`src/sv/mt4a_pkg.sv`:
```
package mt4a_pkg;

  localparam int NUM_ALARMS_DEFAULT = 4;
  localparam int IRQ_W = 4;

  typedef enum logic [1:0] {
    CMD_READ  = 2'd0,
    CMD_WRITE = 2'd1,
    CMD_TICK  = 2'd2
  } cmd_t;

  typedef enum logic [1:0] {
    ALIAS_PLAIN = 2'd0,
    ALIAS_XOR   = 2'd1,
    ALIAS_SET   = 2'd2,
    ALIAS_CLR   = 2'd3
  } alias_t;

  localparam logic [7:0] OFF_TIMEHW     = 8'h00;
  localparam logic [7:0] OFF_TIMELW     = 8'h04;
  localparam logic [7:0] OFF_TIMEHR     = 8'h08;
  localparam logic [7:0] OFF_TIMELR     = 8'h0C;
  localparam logic [7:0] OFF_ALARM_FIRST = 8'h10;
  localparam logic [7:0] OFF_ALARM_LAST = 8'h1C;
  localparam logic [7:0] OFF_ARMED      = 8'h20;
  localparam logic [7:0] OFF_TIMERAWH   = 8'h24;
  localparam logic [7:0] OFF_TIMERAWL   = 8'h28;
  localparam logic [7:0] OFF_PAUSE      = 8'h30;
  localparam logic [7:0] OFF_INTR       = 8'h3C;
  localparam logic [7:0] OFF_INTE       = 8'h40;
  localparam logic [7:0] OFF_INTF       = 8'h44;
  localparam logic [7:0] OFF_INTS       = 8'h48;

  typedef struct packed {
    logic [1:0]  cmd;
    logic [7:0]  offset;
    logic [1:0]  alias_req;
    logic [31:0] wdata;
    logic [31:0] tick_us;
  } item_t;

  typedef struct packed {
    logic [31:0]      rdata;
    logic [IRQ_W-1:0] irq_status;
    logic [IRQ_W-1:0] irq_pulse;
  } result_t;

endpackage

```
`src/sv/mt4a_core.sv`:
```
module mt4a_core #(
  parameter int NUM_ALARMS = mt4a_pkg::NUM_ALARMS_DEFAULT
) (
  input  logic              clk,
  input  logic              rst,
  input  logic              step,
  input  mt4a_pkg::item_t   item,
  output mt4a_pkg::result_t result
);

  localparam int IrqW = mt4a_pkg::IRQ_W;

  logic [63:0]           time_count, time_next;
  logic [31:0]           alarm_value [NUM_ALARMS];
  logic [31:0]           alarm_next  [NUM_ALARMS];
  logic [NUM_ALARMS-1:0] armed_mask, armed_next;
  logic                  pause_flag, pause_next;
  logic [NUM_ALARMS-1:0] raw_pending, raw_next;
  logic [NUM_ALARMS-1:0] enable_mask, enable_next;
  logic [NUM_ALARMS-1:0] force_mask, force_next;

  logic [63:0]           time_sum;
  logic [31:0]           diff [NUM_ALARMS];
  logic                  alarm_hit;
  logic [31:0]           alarm_rd;
  logic [31:0]           cur;
  logic [31:0]           wv;
  logic [NUM_ALARMS-1:0] status_now, status_next, pulse;

  assign time_sum   = time_count + {32'd0, item.tick_us};
  assign status_now = (raw_pending | force_mask) & enable_mask;

  // alarm compare against the advanced low word, one subtract per alarm
  always_comb begin
    for (int i = 0; i < NUM_ALARMS; i++) begin
      diff[i] = time_sum[31:0] - alarm_value[i];
    end
  end

  always_comb begin
    alarm_hit = (item.offset inside {[mt4a_pkg::OFF_ALARM_FIRST:mt4a_pkg::OFF_ALARM_LAST]})
                && (item.offset[1:0] == 2'd0)
                && ({1'b0, item.offset[3:2]} < 3'(NUM_ALARMS));
    alarm_rd = '0;
    for (int i = 0; i < NUM_ALARMS; i++) begin
      if (item.offset[3:2] == 2'(i)) begin
        alarm_rd = alarm_value[i];
      end
    end
  end

  // register read value
  always_comb begin
    cur = '0;
    if (alarm_hit) begin
      cur = alarm_rd;
    end else begin
      case (item.offset)
        mt4a_pkg::OFF_TIMEHR, mt4a_pkg::OFF_TIMERAWH: cur = time_count[63:32];
        mt4a_pkg::OFF_TIMELR, mt4a_pkg::OFF_TIMERAWL: cur = time_count[31:0];
        mt4a_pkg::OFF_ARMED: cur = 32'(armed_mask);
        mt4a_pkg::OFF_PAUSE: cur = 32'(pause_flag);
        mt4a_pkg::OFF_INTR:  cur = 32'(raw_pending);
        mt4a_pkg::OFF_INTE:  cur = 32'(enable_mask);
        mt4a_pkg::OFF_INTF:  cur = 32'(force_mask);
        mt4a_pkg::OFF_INTS:  cur = 32'(status_now);
        default:             cur = '0;
      endcase
    end
  end

  // alias applied to the read value; set and clear pass through on intr
  always_comb begin
    case (item.alias_req)
      mt4a_pkg::ALIAS_XOR: wv = cur ^ item.wdata;
      mt4a_pkg::ALIAS_SET:
        wv = (item.offset == mt4a_pkg::OFF_INTR) ? item.wdata : (cur | item.wdata);
      mt4a_pkg::ALIAS_CLR:
        wv = (item.offset == mt4a_pkg::OFF_INTR) ? item.wdata : (cur & ~item.wdata);
      default: wv = item.wdata;
    endcase
  end

  always_comb begin
    time_next   = time_count;
    alarm_next  = alarm_value;
    armed_next  = armed_mask;
    pause_next  = pause_flag;
    raw_next    = raw_pending;
    enable_next = enable_mask;
    force_next  = force_mask;
    pulse       = '0;
    status_next = '0;
    result      = '0;

    case (item.cmd)
      mt4a_pkg::CMD_READ: begin
        result.rdata = cur;
      end
      mt4a_pkg::CMD_WRITE: begin
        if (alarm_hit) begin
          for (int i = 0; i < NUM_ALARMS; i++) begin
            if (item.offset[3:2] == 2'(i)) begin
              alarm_next[i] = wv;
              armed_next[i] = 1'b1;
            end
          end
        end else begin
          case (item.offset)
            mt4a_pkg::OFF_TIMEHW: time_next[63:32] = wv;
            mt4a_pkg::OFF_TIMELW: time_next[31:0]  = wv;
            mt4a_pkg::OFF_ARMED:  armed_next = armed_mask & ~wv[NUM_ALARMS-1:0];
            mt4a_pkg::OFF_PAUSE:  pause_next = wv[0];
            mt4a_pkg::OFF_INTR:   raw_next = raw_pending & ~wv[NUM_ALARMS-1:0];
            mt4a_pkg::OFF_INTE: begin
              enable_next = wv[NUM_ALARMS-1:0];
              pulse = (raw_pending | force_mask) & wv[NUM_ALARMS-1:0];
            end
            mt4a_pkg::OFF_INTF: begin
              force_next = wv[NUM_ALARMS-1:0];
              pulse = (raw_pending | wv[NUM_ALARMS-1:0]) & enable_mask;
            end
            default: ;
          endcase
        end
      end
      mt4a_pkg::CMD_TICK: begin
        if (!pause_flag && (item.tick_us != '0)) begin
          time_next = time_sum;
          for (int i = 0; i < NUM_ALARMS; i++) begin
            if (armed_mask[i] && !diff[i][31]) begin
              raw_next[i]   = 1'b1;
              armed_next[i] = 1'b0;
              pulse[i]      = enable_mask[i];
            end
          end
        end
      end
      default: ;
    endcase

    status_next       = (raw_next | force_next) & enable_next;
    result.irq_status = IrqW'(status_next);
    result.irq_pulse  = IrqW'(pulse);
  end

  always_ff @(posedge clk) begin
    if (rst) begin
      time_count  <= '0;
      armed_mask  <= '0;
      pause_flag  <= 1'b0;
      raw_pending <= '0;
      enable_mask <= '0;
      force_mask  <= '0;
      for (int i = 0; i < NUM_ALARMS; i++) begin
        alarm_value[i] <= '0;
      end
    end else if (step) begin
      time_count  <= time_next;
      alarm_value <= alarm_next;
      armed_mask  <= armed_next;
      pause_flag  <= pause_next;
      raw_pending <= raw_next;
      enable_mask <= enable_next;
      force_mask  <= force_next;
    end
  end

endmodule

```
`src/sv/microsecond_timer_four_alarms.sv`:
```
// Microsecond timer with up to four alarms behind a word-wide register port.
// Every input word (a register read, a register write or a time tick) gives
// exactly one result word: read data, the masked interrupt status after the
// word, and the alarms signalled by it. The block takes one word per clock
// cycle while the result side is not stalled. A taken word sits in the input
// register while the logic works on it, and its result is then loaded into
// the result register that drives out_valid once the result side advances. The
// longest path is the tick: the 64-bit time add followed by the parallel
// 32-bit alarm compares. While a result waits, the input register can still
// take one more word; once both registers are full, in_ready drops until the
// result word is taken.
module microsecond_timer_four_alarms #(
  parameter int NUM_ALARMS = mt4a_pkg::NUM_ALARMS_DEFAULT
) (
  input  logic        clk,
  input  logic        rst,
  input  logic        in_valid,
  output logic        in_ready,
  input  logic [1:0]  cmd,
  input  logic [7:0]  offset,
  input  logic [1:0]  alias_req,
  input  logic [31:0] wdata,
  input  logic [31:0] tick_us,
  output logic        out_valid,
  input  logic        out_ready,
  output logic [31:0] rdata,
  output logic [3:0]  irq_status,
  output logic [3:0]  irq_pulse
);

  mt4a_pkg::item_t   item;
  mt4a_pkg::result_t res_comb;
  logic              item_valid;
  logic              advance;

  assign advance  = !out_valid || out_ready;
  assign in_ready = !item_valid || advance;

  always_ff @(posedge clk) begin
    if (rst) begin
      item_valid <= 1'b0;
    end else if (in_ready) begin
      item_valid <= in_valid;
    end
  end

  always_ff @(posedge clk) begin
    if (in_ready && in_valid) begin
      item <= '{cmd: cmd, offset: offset, alias_req: alias_req,
                wdata: wdata, tick_us: tick_us};
    end
  end

  mt4a_core #(
    .NUM_ALARMS(NUM_ALARMS)
  ) u_core (
    .clk    (clk),
    .rst    (rst),
    .step   (item_valid && advance),
    .item   (item),
    .result (res_comb)
  );

  always_ff @(posedge clk) begin
    if (rst) begin
      out_valid <= 1'b0;
    end else if (advance) begin
      out_valid <= item_valid;
    end
  end

  // result word holds while the consumer stalls
  always_ff @(posedge clk) begin
    if (item_valid && advance) begin
      rdata      <= res_comb.rdata;
      irq_status <= res_comb.irq_status;
      irq_pulse  <= res_comb.irq_pulse;
    end
  end

endmodule

```
`config.mk`:
```
export PLATFORM = sky130hd
export DESIGN_NAME = microsecond_timer_four_alarms
export DESIGN_NICKNAME = d
export VERILOG_FILES = /design/src/sv/mt4a_pkg.sv /design/src/sv/mt4a_core.sv /design/src/sv/microsecond_timer_four_alarms.sv
export SDC_FILE = /design/constraint.sdc
export NUM_CORES = 1
export LEC_CHECK = 0
export ABC_AREA = 1
export BUFFER_PORTS_ARGS = -buffer_cell sky130_fd_sc_hd__clkbuf_2
export CAP_MARGIN = 10
export CORE_MARGIN = 2
export CORE_UTILIZATION = 44
export CTS_CLUSTER_SIZE = 24
export DETAILED_ROUTE_END_ITERATION = 10
export PLACE_DENSITY = 0.62
export SLEW_MARGIN = 20
export SYNTH_ARGS = -nofsm -noshare
export SYNTH_HDL_FRONTEND = slang
export SYNTH_SLANG_ARGS = --single-unit
```
`constraint.sdc`:
```
create_clock -name clk -period 4.98 [get_ports clk]
set_input_delay 0.996 -clock clk [delete_from_list [all_inputs] [get_ports clk]]
set_output_delay 0.996 -clock clk [all_outputs]
set_load 0.02 [all_outputs]
```
---- Yosys cells after proc, flatten, opt, wreduce, memory -nomap -nowiden ----
Cells that the tools add are included.
Widths: inputs -> output; s select.
operators by class
  add/sub/neg operators ................... 5
  $lt $le $gt $ge ......................... 2
  eq/ne operators ......................... 32
  mux-type cells .......................... 48
  bitwise gates (word level) .............. 15
  reduce and logical (&&, ||, !) cells .... 37
operator list
  operator            number
  $mux 32             9
  $pmux 32 s8         1
  $mux 64             2
  $pmux 64 s2         1
  $sub 32x32->32      4
  $pmux 32 s3         1
  $add 64x32->64      1
  $mux 4              14
  $eq 8x6->1 const B  5
  $and 32x32->32      1
  $not 32->32         1
  $or 32x32->32       1
  $pmux 4 s2          4
  $reduce_bool 32->1  1
  $xor 32x32->32      1
  $and 4x4->4         6
  $eq 8x7->1 const B  3
  $reduce_and 6->1    4
  $reduce_and 4->1    5
  $eq 8x4->1 const B  2
  $mux 1              16
  $ne 2x1->1 const B  6
  $ne 3x3->1 const B  4
  $or 4x4->4          3
  17 further kinds    43
storage, ports and cells
  bits in registers ....................... 327
  bits of input ports ..................... 80
  output and inout bits ................... 42

---- Longest topological paths before layout ----
  depth in word-level cells ............... 16
  mapped depth ............................ 28

---- Cells and area by module ----
From an unflattened synthesis, not the netlist that was laid out.
unflattened totals
  cells, all modules ...................... 2996
  area total of the unflattened synthesis .. 21877.2 um2
modules (own cells, without submodules)
  module                         instances  cells each  area each (um2)  seq. area each (um2)
  mt4a_core                      1          2868        18302.6          4184.0
  microsecond_timer_four_alarms  1          128         3574.7           3523.4

---- Least setup slack after synthesis ----
No wires, ideal clock.
  path kind ............................... flip-flop to flip-flop
  from .................................... reg, netlist name item[0]
  to ...................................... reg irq_status[3], data pin
  arrival ................................. 3288 ps
  required time ........................... 4731 ps
  path slack .............................. 1443 ps
  stages on the path, launching flop included .. 28
  buffers on the path ..................... 0
  period minus slack after synthesis ...... 3537 ps
  path through ............................ edfxtp_1 -> ha_1 -> fa_1 -> nand3_1 -> nand2_1 -> nand2_1 -> nand3_2 -> nand2_1 -> nand2_1 -> nand2_1 -> nand2_1 -> a21oi_1 -> xor2_1 -> inv_1 -> ha_1 -> a21oi_1 -> nor2_1 -> a211oi_1 -> o21ai_0 -> nand2_1 -> and2_1 -> nand2_1 -> nand3_1 -> nand2_1 -> nand3b_1 -> nand3_1 -> nand2_1 -> inv_1
RTL lines
  what                  RTL line                             text
  end signal, assigned  microsecond_timer_four_alarms.sv:76  irq_status <= res_comb.irq_status;
  end, declared         microsecond_timer_four_alarms.sv:27  output logic [3:0] irq_status,

==> results.env <==
REGISTER_AREA_UM2=7707
GLOBAL_ROUTE.USAGE.TOTAL_PCT=28.05
WORST_SETUP_PATH_END_KIND='register'
POST-ROUTE-DRC-COUNT=0
SEQ_AREA_FRAC_SYNTH_PCT=34.69
WORST_SETUP_PATH_START_KIND='register'
POWER.NET_SWITCHING_mW=2.147
SYNTH_SEQ_CELLS=327
BUSIEST_LAYER='met2'
PARITY_GATE_SHARE_OF_THE_SYNTHESIZED_AREA_COUNTING_XOR_AND_XNOR_CELLS_PCT=1.419
INITIALDRTVIOLATIONCOUNT=2150
CORE.ROWCOUNT=82
GRT_SETUP_UNREPAIRED='no'
ROUTE.DETAILED.WL_PER_INST_UM=19.37
REPORT.POWER.TOTAL_mW=7.118
COMB_POWER_SHARE_PCT=17.4
CTS.SINK_COUNT=327
FP.COREAREA_UM2=49970
POWER.IR.VDD_WORST_uV=260.1
SYNTHSIMPLEGATEAREAFRAC_PCT=16.34
AREA_OF_THE_MULTI_INPUT_GATES_UM2=11720
LAYOUT-DRIVE-GT1-SHARE_PCT=9.884
SYNTH_TOP_FAMILY_BY_AREA='compound AO/OA/AOI/OAI gates'
FIRST_PASS_GRT_WIRE_LENGTH_UM=114800
COMPOUND_GATE_PORTION_OF_THE_SYNTHESIZED_AREA_PCT=22.41
WL_UM=74770
CP_MAX_FO=5
SETUP_VIOLATIONS=0
GRTUSAGEMET1_PCT=40.82
GPL.FINAL_WEIGHTED_CONGESTION=0.9580
CTS_TREE='yes'
DETAIL_ROUTE.VIAS_PER_CELL=5.555
MUXSHAREOFSYNTHAREA_PCT=0.04505
NUMBER_OF_BUFFERS_ADDED_BY_THE_CLOCK_TREE_SYNTHESIS_STEP=42
DIE_X_UM=228.7
GRT_MAX_DEGREE=79
GRT_OVERFLOW=0
ACHIEVABLE-FREQUENCY_MHz=220.4
WORSTSKEWPAIRLATENCY_NS=0.57
CLOCK_SKEW_NS=0.01125
TIMING.CRITICAL_PATH.ARRIVAL_NS=4.95
ANTENNA_CELLS=0
MOSTFREQUENTLAYOUTCELL='inv_1'
YS_WARN_COUNT=0
POWER_DENSITY_nW_PER_UM2=286.7
FINALHOLDVIOLATIONS=0
FILL_CELLS=4997
POST_CTS_HOLD_FIX_BUFS=0
SYNTHESIZED_NETLIST_CELL_COUNT=3069
FLOORPLAN.DIE.HEIGHT_UM=228.7
FINAL_LAYOUT_SETUP_TOTAL_NEGATIVE_SLACK_NS=0
STATUS='finished, final reports clean'
SEQ_POWER_SHARE_PCT=40.9
WORST_EP_REQUIRED_NS=5.39
POSTCTSSETUPBUFFERS=0
FP.DIEAREA_UM2=52310
CELLINTERNALPOWER_mW=4.971
PORT_BUFFERS=121
CLOCK_TREE.ROOT_CELL='clkbuf_16'
LAYOUT_UTILIZATION_PCT=49.68
MAX-CAP-VIOLATIONS=0
MIN-DELAY-PATH-CLASS='reg2reg'
INITIAL_CORE_UTIL_PCT=44.47
CTS.REPORTEDPATHS.CLKPINSLEW_NS=0.06
DETAILEDPLACEMENTHPWL_UM=56890
SYNTH_ADDER_AREA_SHARE_PCT=12.42
DETAILROUTE.VIA_COUNT=21437
SYNTH.DISTINCT_CELLS=56
SW_FRAC_OF_TOTAL_PCT=30.16
GRT_PASS1_VIAS=19750
GLOBALROUTEMET2UTIL_PCT=41.64
CLOCKPOWERSHARE_PCT=41.6
POST_CTS_RESIZED=0
POSTSYNTHAREAPERCELL_UM2=7.240
FINAL_MIN_PERIOD_OVER_CLOCK_PERIOD_PCT=91.09
MOSTFREQUENTLAYOUTCELLS='inv_1 (590), nand2_1 (424), a21oi_1 (360), o21ai_0 (328), ha_1 (218)'
INITIAL_ANTENNA_VIOLATION_COUNT=0
SLEW_HEADROOM_PCT=27.48
ANTENNA_LEFT=0
LAYOUT.NETS=3455
CTS.HTREE.LEVELS=2
SYNTH_AREA_UM2=22220
STATIC-LEAKAGE-POWER_nW=11.58
IO_PINS=122
SYNTH-EDFF-COUNT=116
TIGHTESTPINTRANSITION_NS=1.085
MIN_PERIOD_NS=4.536
SYNTH_FLOP_CELL='dfxtp_1'
REPORT.FINAL.SLEW_VIOL_COUNT=0
CRIT_TYPE='reg2reg'
FIRST_PASS_ITERS=6
GRT.MET3_USAGE_PCT=5.589
AREAGROWTHSYNTHTOFINISH_PCT=11.72
MAX-CLOCK-PATH-BUFFERS=3
SYNTH.NET_COUNT=3369
ASYNCSETRESETFLOPFRACSYNTH_PCT=0
==> flip-flops by register name (all words and copies together) (netlist names), 4 cells and up <==
signal	flops
u_core.armed_mask	4
u_core.time_count	64
irq_pulse	4
rdata	32
u_core.alarm_value	128
item	76
u_core.enable_mask	4
irq_status	4
u_core.raw_pending	4
u_core.force_mask	4
==> cells by family (layout without fill, tap and decap cells) <==
family | count (synthesis) | in the layout
simple gates | 846 | 846
xor+xnor | 36 | 36
fa+ha+maj | 220 | 220
compound gates | 901 | 901
mux | 1 | 1
buf+inv | 738 | 856
flops | 327 | 327
==> final timing paths <==
path                           to  slack (ns)                 start  cells past startpoint
max                  irq_pulse[2]        0.44               item[0]                     24
min          u_core.armed_mask[3]        0.47  u_core.armed_mask[3]                      2
max reg2reg          irq_pulse[2]        0.44               item[0]                     24
min reg2reg  u_core.armed_mask[3]        0.47  u_core.armed_mask[3]                      2
==> worst max-delay path, cell delays in order, from the launching register on <==
cell and delay, ns:
edfxtp_1 0.39, ha_1 0.24, fa_1 0.41, nand3_1 0.13
nand2_1 0.12, a21oi_1 0.25, o21bai_1 0.13, nand2_1 0.08
nand2_1 0.15, nand2_1 0.10, nand2_1 0.08, xnor2_1 0.16
inv_1 0.17, ha_1 0.33, nand2_1 0.07, nor2_1 0.16
nand4_1 0.11, nor3_1 0.38, a21oi_1 0.19, buf_4 0.17
nand3_1 0.10, nand2_1 0.06, nor2_1 0.13, nand3_1 0.09
a21oi_1 0.16
==> power by group through the flow <==
| stage | Sequential (mW) | Combinational [mW] | Clock (mW) |
|---|---|---|---|
| after floorplan | 2.96 | 0.782 | 0 |
| after global routing | 2.92 | 1.38 | 3.14 |
| after CTS | 2.91 | 1.22 | 3.01 |
| final | 2.91 | 1.24 | 2.96 |
| after global placement | 2.97 | 1.19 | 0 |
| after detailed placement | 2.97 | 1.21 | 0 |
==> area by class of cell <==
| class | instances | share of cell area (%) |
|---|---|---|
| Timing Repair Buffer | 164 | 3.750 |
| Clock buffer | 60 | 4.824 |
| Inverter | 616 | 9.320 |
| Sequential cell | 327 | 31.05 |
| Multi-Input combinational cell | 2004 | 47.20 |
| Clock inverter | 16 | 0.4738 |
| Tap cell | 672 | 3.387 |
==> routing by layer <==
metal  vias to the layer above  wire [um]
met4                         0       2015
met5                         -          0
met2                       918      31310
met3                       106       7044
met1                     10033      34400
li1                      10380          -
==> Yosys cell counts, types with 4 or more instances <==
cell type / number / area [um2]
inv_2: 24 / 90.09
nor2_2: 8 / 50.05
a31oi_1: 22 / 137.6
buf_2: 21 / 105.1
xnor2_1: 14 / 122.6
inv_1: 592 / 2222
buf_1: 19 / 71.32
o21ai_2: 19 / 166.4
o221ai_1: 4 / 35.03
nand3_1: 130 / 650.6
o21ai_0: 328 / 1642
a21o_1: 6 / 45.04
a21oi_1: 360 / 1802
nand2_2: 9 / 56.30
nand4_1: 22 / 137.6
nor4_1: 12 / 75.07
o21a_1: 8 / 60.06
a211oi_1: 12 / 90.09
o21ai_1: 25 / 125.1
or2_1: 7 / 43.79
nor2_1: 171 / 641.9
edfxtp_1: 116 / 3483
nand3b_1: 5 / 37.54
xor2_1: 22 / 192.7
ha_1: 219 / 2740
clkbuf_1: 79 / 296.5
or2_2: 9 / 56.30
dfxtp_1: 211 / 4224
o22ai_1: 65 / 406.6
nor3_1: 37 / 185.2
a22o_1: 30 / 262.8
nand2_1: 424 / 1592
==> per-stage QoR <==
| step | setup WS (ns) | hold WS, ns | std cells | instance area (um2) |
|---|---|---|---|---|
| final | 0.4438 | 0.4736 | 3859 | 24820 |
| after global placement | 0.5747 | 0.4472 | 3783 | 23510 |
| after floorplan | 1.443 | 0.4366 | 3069 | 22220 |
| after detailed placement | 0.5126 | 0.4597 | 3783 | 23510 |
| after global routing | 0.09886 | 0.4904 | 3859 | 24820 |
| after CTS | 0.4786 | 0.4706 | 3859 | 24820 |
Note: power is estimated with default switching activity, not from simulation.
